===== src/rtl/assert_macros.svh =====
// ----------------------------------------------------------------------------
// Assertion macros
// Shared concurrent assertion forms, clocked on aclk and held off in reset.
// ----------------------------------------------------------------------------
`ifndef ASSERT_MACROS_SVH
`define ASSERT_MACROS_SVH

// Check a property on every rising edge outside reset.
`define SMD_ASSERT(lbl, prop) \
    lbl: assert property (@(posedge aclk) disable iff (!aresetn) (prop)) \
        else $error("sha1 digest check failed");

// Check that a condition never holds outside reset.
`define SMD_NEVER(lbl, expr) \
    `SMD_ASSERT(lbl, !(expr))

`endif


===== src/rtl/smd_pkg.sv =====
// ----------------------------------------------------------------------------
// SHA-1 digest package
// Sequencer states, round constants, initial chaining values and helpers.
// ----------------------------------------------------------------------------
package smd_pkg;

    typedef enum logic [2:0] {
        ST_FILL,
        ST_PAD,
        ST_COMP,
        ST_FIN,
        ST_OUT
    } state_t;

    localparam logic [31:0] SHA_K0   = 32'h5A827999;
    localparam logic [31:0] SHA_K1   = 32'h6ED9EBA1;
    localparam logic [31:0] SHA_K2   = 32'h8F1BBCDC;
    localparam logic [31:0] SHA_K3   = 32'hCA62C1D6;
    localparam logic [7:0]  PAD_BYTE = 8'h80;

    localparam logic [31:0] INIT_WORDS [5] = '{
        32'h67452301, 32'hEFCDAB89, 32'h98BADCFE, 32'h10325476, 32'hC3D2E1F0
    };

    localparam logic [6:0] ROUNDS       = 7'd80;
    localparam logic [6:0] SCHED_START  = 7'd16;
    localparam logic [3:0] FILL_LAST    = 4'd15;
    localparam logic [3:0] FILL_LEN_HI  = 4'd14;
    localparam logic [2:0] DIGEST_LAST  = 3'd4;
    localparam logic [2:0] FULL_BYTES   = 3'd4;

    // Final word with fewer than four valid bytes: keep the valid bytes,
    // zero the rest, and put the pad marker right after them.
    function automatic logic [31:0] tail_word(input logic [31:0] data,
                                              input logic [2:0]  nbytes);
        logic [31:0] word;
        begin
            word = '0;
            case (nbytes)
                3'd0:    word = {PAD_BYTE, 24'h000000};
                3'd1:    word = {data[31:24], PAD_BYTE, 16'h0000};
                3'd2:    word = {data[31:16], PAD_BYTE, 8'h00};
                default: word = {data[31:8], PAD_BYTE};
            endcase
            return word;
        end
    endfunction

    function automatic logic [31:0] round_f(input logic [6:0]  t,
                                            input logic [31:0] b,
                                            input logic [31:0] c,
                                            input logic [31:0] d);
        logic [31:0] f;
        begin
            if (t < 7'd20) begin
                f = (b & c) | (~b & d);
            end else if (t < 7'd40) begin
                f = b ^ c ^ d;
            end else if (t < 7'd60) begin
                f = (b & c) | (b & d) | (c & d);
            end else begin
                f = b ^ c ^ d;
            end
            return f;
        end
    endfunction

    function automatic logic [31:0] round_k(input logic [6:0] t);
        logic [31:0] k;
        begin
            if (t < 7'd20) begin
                k = SHA_K0;
            end else if (t < 7'd40) begin
                k = SHA_K1;
            end else if (t < 7'd60) begin
                k = SHA_K2;
            end else begin
                k = SHA_K3;
            end
            return k;
        end
    endfunction

endpackage


===== src/rtl/sha1_message_digest.sv =====
// ----------------------------------------------------------------------------
// sha1_message_digest: SHA-1 over big-endian 32-bit message words
// Throughput: one word per cycle while a block fills; input is held off
// while each 16-word block is compressed, each round reading its schedule
// words as two read pairs through the two read ports of the block buffer.
// After the final word come the padding writes and one or two compressions
// before the first digest word; five digest words follow.
// Reset (aresetn low, synchronous) restores the initial chaining values.
// ----------------------------------------------------------------------------
`include "assert_macros.svh"

module sha1_message_digest (
    input  logic        aclk,
    input  logic        aresetn,
    // message words
    input  logic        s_valid,
    output logic        s_ready,
    input  logic [31:0] s_data_word,
    input  logic [2:0]  s_valid_bytes,
    input  logic        s_last_word,
    // digest words
    output logic        m_valid,
    input  logic        m_ready,
    output logic [31:0] m_digest_word,
    output logic [2:0]  m_word_index,
    output logic        m_last_digest
);

    // ------------------------------------------------------------------
    // Block buffer: 16 x 32 memory, one write port, two registered read
    // ports. It holds the message block and then serves as the rolling
    // schedule window: round t (t >= 16) overwrites entry t mod 16.
    // ------------------------------------------------------------------
    logic [31:0] buf_mem [16];
    logic        mem_we;
    logic [3:0]  mem_waddr;
    logic [31:0] mem_wdata;
    logic        rd_en;
    logic [3:0]  raddr0;
    logic [3:0]  raddr1;
    logic [31:0] rd0_reg;
    logic [31:0] rd1_reg;

    always_ff @(posedge aclk) begin
        if (mem_we) begin
            buf_mem[mem_waddr] <= mem_wdata;
        end
        rd0_reg <= buf_mem[raddr0];
        rd1_reg <= buf_mem[raddr1];
    end

    // ------------------------------------------------------------------
    // Control and working state
    // ------------------------------------------------------------------
    smd_pkg::state_t state_reg, state_next;

    logic [31:0] wk_reg    [5];   // a, b, c, d, e
    logic [31:0] wk_next   [5];
    logic [31:0] chain_reg [5];
    logic [31:0] chain_next[5];

    logic [63:0] count_reg, count_next;     // message bytes so far
    logic [3:0]  fill_reg, fill_next;       // next buffer slot to fill
    logic [6:0]  rnd_reg, rnd_next;         // round whose reads are issued
    logic        phase_reg, phase_next;     // 0: first read pair, 1: second
    logic        ex_valid_reg, ex_valid_next;
    logic [6:0]  ex_t_reg, ex_t_next;       // round waiting to execute
    logic [31:0] xa_reg, xa_next;           // partial schedule XOR
    logic        pad_reg, pad_next;         // padding in progress
    logic        mark_reg, mark_next;       // pad marker word still owed
    logic        hi_done_reg, hi_done_next; // length high word written
    logic        final_reg, final_next;     // last block of the message
    logic [2:0]  out_idx_reg, out_idx_next;

    logic [63:0] bit_len;
    logic [2:0]  vb_clamp;
    logic [31:0] sched_w;
    logic [31:0] round_sum;
    logic        start_comp;

    assign bit_len  = {count_reg[60:0], 3'b000};
    assign vb_clamp = (s_valid_bytes > smd_pkg::FULL_BYTES) ? smd_pkg::FULL_BYTES
                                                            : s_valid_bytes;

    // Schedule word and round sum for the round that executes this cycle.
    always_comb begin
        logic [31:0] x;
        x = xa_reg ^ rd0_reg ^ rd1_reg;
        if (ex_t_reg < smd_pkg::SCHED_START) begin
            sched_w = xa_reg;
        end else begin
            sched_w = {x[30:0], x[31]};
        end
        round_sum = {wk_reg[0][26:0], wk_reg[0][31:27]}
                  + smd_pkg::round_f(ex_t_reg, wk_reg[1], wk_reg[2], wk_reg[3])
                  + wk_reg[4] + sched_w + smd_pkg::round_k(ex_t_reg);
    end

    // ------------------------------------------------------------------
    // Datapath: buffer writes, reads and register updates
    // ------------------------------------------------------------------
    always_comb begin
        mem_we        = 1'b0;
        mem_waddr     = fill_reg;
        mem_wdata     = '0;
        rd_en         = 1'b0;
        raddr0        = '0;
        raddr1        = '0;
        wk_next       = wk_reg;
        chain_next    = chain_reg;
        count_next    = count_reg;
        fill_next     = fill_reg;
        rnd_next      = rnd_reg;
        phase_next    = phase_reg;
        ex_valid_next = ex_valid_reg;
        ex_t_next     = ex_t_reg;
        xa_next       = xa_reg;
        pad_next      = pad_reg;
        mark_next     = mark_reg;
        hi_done_next  = hi_done_reg;
        final_next    = final_reg;
        out_idx_next  = out_idx_reg;
        start_comp    = 1'b0;

        unique case (state_reg)
            smd_pkg::ST_FILL: begin
                if (s_valid) begin
                    mem_we    = 1'b1;
                    fill_next = fill_reg + 4'd1;
                    if (!s_last_word) begin
                        // Words before the end always carry four bytes.
                        mem_wdata  = s_data_word;
                        count_next = count_reg + 64'd4;
                    end else begin
                        count_next = count_reg + 64'(vb_clamp);
                        pad_next   = 1'b1;
                        if (vb_clamp == smd_pkg::FULL_BYTES) begin
                            // Full final word: marker goes in a word of its own.
                            mem_wdata = s_data_word;
                            mark_next = 1'b1;
                        end else begin
                            mem_wdata = smd_pkg::tail_word(s_data_word, vb_clamp);
                        end
                    end
                    start_comp = (fill_reg == smd_pkg::FILL_LAST);
                end
            end

            smd_pkg::ST_PAD: begin
                mem_we    = 1'b1;
                fill_next = fill_reg + 4'd1;
                if (mark_reg) begin
                    mem_wdata = {smd_pkg::PAD_BYTE, 24'h000000};
                    mark_next = 1'b0;
                end else if (fill_reg == smd_pkg::FILL_LEN_HI) begin
                    mem_wdata    = bit_len[63:32];
                    hi_done_next = 1'b1;
                end else if (fill_reg == smd_pkg::FILL_LAST && hi_done_reg) begin
                    mem_wdata  = bit_len[31:0];
                    final_next = 1'b1;
                end else begin
                    mem_wdata = '0;
                end
                start_comp = (fill_reg == smd_pkg::FILL_LAST);
            end

            smd_pkg::ST_COMP: begin
                if (!phase_reg) begin
                    // Retire the pending round and write back its schedule word.
                    if (ex_valid_reg) begin
                        wk_next[4] = wk_reg[3];
                        wk_next[3] = wk_reg[2];
                        wk_next[2] = {wk_reg[1][1:0], wk_reg[1][31:2]};
                        wk_next[1] = wk_reg[0];
                        wk_next[0] = round_sum;
                        if (ex_t_reg >= smd_pkg::SCHED_START) begin
                            mem_we    = 1'b1;
                            mem_waddr = ex_t_reg[3:0];
                            mem_wdata = sched_w;
                        end
                    end
                    ex_valid_next = 1'b0;
                    if (rnd_reg != smd_pkg::ROUNDS) begin
                        // First pair: w[t-3] and w[t-8], or w[t] early on.
                        rd_en      = 1'b1;
                        raddr0     = (rnd_reg < smd_pkg::SCHED_START) ? rnd_reg[3:0]
                                                                      : rnd_reg[3:0] + 4'd13;
                        raddr1     = rnd_reg[3:0] + 4'd8;
                        phase_next = 1'b1;
                    end
                end else begin
                    // Second pair: w[t-14] and w[t-16].
                    rd_en         = 1'b1;
                    raddr0        = rnd_reg[3:0] + 4'd2;
                    raddr1        = rnd_reg[3:0];
                    xa_next       = (rnd_reg < smd_pkg::SCHED_START) ? rd0_reg
                                                                     : rd0_reg ^ rd1_reg;
                    ex_valid_next = 1'b1;
                    ex_t_next     = rnd_reg;
                    rnd_next      = rnd_reg + 7'd1;
                    phase_next    = 1'b0;
                end
            end

            smd_pkg::ST_FIN: begin
                for (int i = 0; i < 5; i++) begin
                    chain_next[i] = chain_reg[i] + wk_reg[i];
                end
            end

            smd_pkg::ST_OUT: begin
                if (m_ready) begin
                    if (out_idx_reg == smd_pkg::DIGEST_LAST) begin
                        // Digest delivered: start a fresh message.
                        chain_next   = smd_pkg::INIT_WORDS;
                        count_next   = '0;
                        fill_next    = '0;
                        pad_next     = 1'b0;
                        mark_next    = 1'b0;
                        hi_done_next = 1'b0;
                        final_next   = 1'b0;
                        out_idx_next = '0;
                    end else begin
                        out_idx_next = out_idx_reg + 3'd1;
                    end
                end
            end

            default: begin
            end
        endcase

        if (start_comp) begin
            wk_next       = chain_reg;
            rnd_next      = '0;
            phase_next    = 1'b0;
            ex_valid_next = 1'b0;
        end
    end

    // ------------------------------------------------------------------
    // Next state
    // ------------------------------------------------------------------
    always_comb begin
        state_next = state_reg;
        unique case (state_reg)
            smd_pkg::ST_FILL: begin
                if (s_valid && fill_reg == smd_pkg::FILL_LAST) begin
                    state_next = smd_pkg::ST_COMP;
                end else if (s_valid && s_last_word) begin
                    state_next = smd_pkg::ST_PAD;
                end
            end
            smd_pkg::ST_PAD: begin
                if (fill_reg == smd_pkg::FILL_LAST) begin
                    state_next = smd_pkg::ST_COMP;
                end
            end
            smd_pkg::ST_COMP: begin
                if (!phase_reg && rnd_reg == smd_pkg::ROUNDS) begin
                    state_next = smd_pkg::ST_FIN;
                end
            end
            smd_pkg::ST_FIN: begin
                if (final_reg) begin
                    state_next = smd_pkg::ST_OUT;
                end else if (pad_reg) begin
                    state_next = smd_pkg::ST_PAD;
                end else begin
                    state_next = smd_pkg::ST_FILL;
                end
            end
            smd_pkg::ST_OUT: begin
                if (m_ready && out_idx_reg == smd_pkg::DIGEST_LAST) begin
                    state_next = smd_pkg::ST_FILL;
                end
            end
            default: state_next = smd_pkg::ST_FILL;
        endcase
    end

    // ------------------------------------------------------------------
    // Handshake outputs
    // ------------------------------------------------------------------
    always_comb begin
        s_ready = 1'b0;
        m_valid = 1'b0;
        unique case (state_reg)
            smd_pkg::ST_FILL: s_ready = 1'b1;
            smd_pkg::ST_OUT:  m_valid = 1'b1;
            default: begin
            end
        endcase
    end

    assign m_digest_word = chain_reg[out_idx_reg];
    assign m_word_index  = out_idx_reg;
    assign m_last_digest = (out_idx_reg == smd_pkg::DIGEST_LAST);

    // ------------------------------------------------------------------
    // Registers
    // ------------------------------------------------------------------
    always_ff @(posedge aclk) begin
        if (!aresetn) begin
            state_reg    <= smd_pkg::ST_FILL;
            chain_reg    <= smd_pkg::INIT_WORDS;
            count_reg    <= '0;
            fill_reg     <= '0;
            rnd_reg      <= '0;
            phase_reg    <= 1'b0;
            ex_valid_reg <= 1'b0;
            pad_reg      <= 1'b0;
            mark_reg     <= 1'b0;
            hi_done_reg  <= 1'b0;
            final_reg    <= 1'b0;
            out_idx_reg  <= '0;
        end else begin
            state_reg    <= state_next;
            chain_reg    <= chain_next;
            count_reg    <= count_next;
            fill_reg     <= fill_next;
            rnd_reg      <= rnd_next;
            phase_reg    <= phase_next;
            ex_valid_reg <= ex_valid_next;
            pad_reg      <= pad_next;
            mark_reg     <= mark_next;
            hi_done_reg  <= hi_done_next;
            final_reg    <= final_next;
            out_idx_reg  <= out_idx_next;
        end
    end

    always_ff @(posedge aclk) begin
        wk_reg   <= wk_next;
        ex_t_reg <= ex_t_next;
        xa_reg   <= xa_next;
    end

    // ------------------------------------------------------------------
    // Assertions
    // ------------------------------------------------------------------
    // A schedule write-back never lands on an entry being read that cycle.
    `SMD_ASSERT(a_no_rw_overlap, (mem_we && rd_en) |-> (mem_waddr != raddr0 && mem_waddr != raddr1))
    // Input and output sides are never open at once.
    `SMD_NEVER(a_ready_valid_excl, s_ready && m_valid)
    // After the fifth digest word the block takes a new message.
    `SMD_ASSERT(a_restart, (m_valid && m_ready && m_last_digest) |=> (s_ready && fill_reg == '0))
    // The round counter stays within one block.
    `SMD_NEVER(a_round_range, rnd_reg > smd_pkg::ROUNDS)

endmodule


===== config.mk =====
export PLATFORM = sky130hd
export DESIGN_NAME = sha1_message_digest
export DESIGN_NICKNAME = d
export VERILOG_FILES = /design/src/rtl/smd_pkg.sv /design/src/rtl/sha1_message_digest.sv
export VERILOG_INCLUDE_DIRS = /design/src /design/src/rtl
export SDC_FILE = /design/constraint.sdc
export NUM_CORES = 2
export LEC_CHECK = 0
export BUFFER_PORTS_ARGS = -buffer_cell sky130_fd_sc_hd__buf_2
export CAP_MARGIN = 20
export CORE_MARGIN = 5
export CORE_UTILIZATION = 65
export DETAILED_ROUTE_END_ITERATION = 7
export GPL_ROUTABILITY_DRIVEN = 1
export PLACE_DENSITY = 0.8
export SYNTH_ARGS = -nofsm -noshare
export SYNTH_HDL_FRONTEND = slang
export SYNTH_SLANG_ARGS = --single-unit

===== constraint.sdc =====
create_clock -name aclk -period 14.2 [get_ports aclk]
set_input_delay 2.84 -clock aclk [delete_from_list [all_inputs] [get_ports aclk]]
set_output_delay 2.84 -clock aclk [all_outputs]
set_load 0.01 [all_outputs]

==> impl_metrics.csv <==
group,metric,value,unit
timing,worst_setup_slack_final,7570,ps
place,numPortBuffers,77,
routing,first_pass_iters,6,
clock_tree,cts-hold-fix-buffers,0,
cells_and_area,n_fill_cell,6072,
routing,route.final.wire_length,182000,microns
synthesis,post_synth_top_area_share,36.5,%
timing,final_min_period_over_clock_period,46.7,%
synthesis,synth.ff_latch_count,1019,
global_route,maximum_number_of_pins_on_one_net_before_global_route_repair,204,
synthesis,synth-seq-area-share,47.1,%
synthesis,synthesis.area_per_instance,10.7,sq um
clock_tree,post_cts_sizing,0,
cells_and_area,drive_above_1_share,11.1,%
timing,tightest_slew,1210,ps
global_route,grt_usage,37.4,%
timing,worst_clock_skew,59.6,ps
floorplan,io_pins,78,
floorplan,core_area,0.0896,sq mm
routing,drt-vias-per-instance,6.85,
floorplan,floorplan.die.height,310,microns
routing,initialDrtViolationCount,6332,
min_path,worst_hold_path_type,"reg -> reg",
timing,hold_violations,0,
clock_tree,clock_sinks,1019,
pwr,powerDensity,113,mW/mm^2
synthesis,mappedNetlistArea,0.0584,sq mm
synthesis,synthTopCellsByCount,"nand2_1, edfxtp_1, dfxtp_1",
clock_tree,cts_post_setup_buffers_inserted,0,
worst_setup_path,timing.critical_path.arrival,7050,ps
worst_setup_path,wp_data_required,14620,ps
clock_tree,clkSlewWorstSetupHoldPaths,60,ps
clock_tree,worst_skew_pair.late_latency,720,ps
synthesis,ys_top_cells_by_area,"edfxtp_1, dfxtp_1, mux4_2",
timing,slew_viol_final,0,
worst_setup_path,critical_path.startpoint_type,"register",
floorplan,std_cell_rows,110,
clock_tree,tritoncts,"yes",
clock_tree,cts_inserted_buffers,105,
place,dp.final_hpwl,119000,microns
synthesis,ys.warnings.count,0,
global_route,antenna_violations_before_repair,7,
floorplan,die_area,0.0960,sq mm
timing,unrepaired_setup_endpoints_after_global_routing,"no",
synthesis,number_of_flops_mapped_to_enable_cells_by_yosys,711,
synthesis,postSynth.asyncResetShare,0,%
worst_setup_path,endpoint_kind,"register",
clock_tree,cts_root_buffer,"clkbuf_16",
routing,via_total_after_detailed_routing,46000,
timing,post-route-min-period,6630,ps
worst_setup_path,timing.reg2reg.setup_slack,7570,ps
global_route,globalRoute.totalOverflow,0,
cells_and_area,final_core_util,71.2,%
timing,holdWs,473,ps
floorplan,start_util,65.2,%
worst_setup_path,critical_path.max_fanout,20,
routing,routed_wire_length_per_instance,27.1,microns
timing,timing.slew.headroom,18.9,%
cells_and_area,layout.nets,5822,
timing,fin_tns_setup,0,ps
synthesis,synthFlopType,"edfxtp_1",
synthesis,library_cells_used_by_synthesis,91,
global_route,wire_length_of_the_first_global_routing_pass,272000,microns
synthesis,syn-instance-count,5458,
routing,antenna_left,0,
timing,maximum_operating_frequency,0.151,GHz
timing,setup_viol,0,
place,globalplace.congestion,0.989,
cells_and_area,syn2layout_area_growth,9.18,%
synthesis,synth.largest_area_cell,"edfxtp_1",
pwr,power.static_leakage,23.4,nW
clock_tree,ctsLongestPathBuffers,3,
synthesis,synth_fp_nets,5829,
place,dp_slack,7660,ps
pwr,vdd_drop_max,0.136,mV
synthesis,synthMostInstantiatedCell,"nand2_1",
routing,route.detailed.drc,0,
cells_and_area,largest_register_ff_count,512,
global_route,first_global_vias,45000,
worst_setup_path,worstSetupPathType,"reg -> reg",
floorplan,die_w,310,microns
job,max_cap_viol_count,0,
clock_tree,htree_num_levels,3,
run_status,result_of_the_run,"complete, no violations",
-- cells in the final DEF, fill, tap and decap left out, types with 85 or more instances in the layout --
master,count
clkbuf_16,106
o21ai_0,267
nand2_1,903
edfxtp_1,711
xnor2_1,191
mux4_2,192
inv_1,238
a31oi_1,90
a21o_1,85
nor2_1,241
and2_1,125
ha_1,205
buf_4,101
dfxtp_1,306
a21oi_1,284
a211oi_1,187
fa_1,126
xor2_1,117
-- critical path: stages (launching register included) --
cell	delay, ps
edfxtp_1	470
a41oi_1	220
buf_4	190
nand2_1	530
inv_1	180
buf_4	350
nor2_2	120
buf_4	260
a221oi_1	350
fa_1	500
fa_1	460
inv_1	70
ha_1	170
inv_1	60
fa_1	410
nor2b_1	130
o21a_1	130
o21ai_0	160
a211oi_1	520
o21bai_1	200
a31o_2	330
o31ai_1	200
a21oi_1	110
xnor2_1	150
o21ai_0	90
-- area by class of cell --
class | count | area, sq um | share of cell area (%)
flip-flops and latches | 1019 | 27500 | 43.1
multi-input cells | 3903 | 29100 | 45.6
inverters | 241 | 907 | 1.42
clock inverters | 52 | 604 | 0.947
well taps | 1176 | 1470 | 2.31
repair buffers | 181 | 1210 | 1.90
clock buffers | 145 | 2960 | 4.64
diodes | 5 | 12.5 | 0.0196
-- path summary, 6_finish.rpt --
| path | cells after the start | to | from |
|---|---|---|---|
| worst max-delay path | 24 | wk_reg[159] | ex_t_reg[3] |
| worst min-delay path | 2 | hi_done_reg | hi_done_reg |
| worst max register to register | 24 | wk_reg[159] | ex_t_reg[3] |
| worst min register to register | 2 | hi_done_reg | hi_done_reg |
-- cell families (layout without fill, tap and decap cells) --
family | Yosys count | in the layout | share of synthesized area [%]
flops | 1019 | 1019 | 47.1
fa+ha+maj | 331 | 331 | 8.70
xor+xnor | 308 | 308 | 4.62
compound gates | 1311 | 1311 | 14.6
other cells | 0 | 5 | 0
buf+inv | 536 | 619 | 3.52
simple gates | 1711 | 1711 | 13.2
mux | 242 | 242 | 8.28
-- per-stage QoR --
stage	instance area, sq um	cells	power [W]
global route	63800	6717	0.00745
finish	63800	6722	0.00722
CTS	63700	6704	0.00720
floorplan	58400	5458	0.00409
global placement	60100	6505	0.00437
detailed placement	60100	6507	0.00439
-- report_power, final --
part | switching [W] | internal (W)
combinational | 0.000622 | 0.000427
clock | 0.00122 | 0.00164
sequential | 0.0000359 | 0.00328
total | 0.00188 | 0.00535
-- routing by layer --
layer / global-route usage [%] / share of wire, % / vias to the layer above
met5: 0 / 0.025 / -
met2: 59.2 / 46 / 3132
li1: - / - / 20000
met3: 8.16 / 11 / 787
met1: 47.2 / 35 / 22100
met4: 23.9 / 7.9 / 6
(Power assumes the default switching activity.)
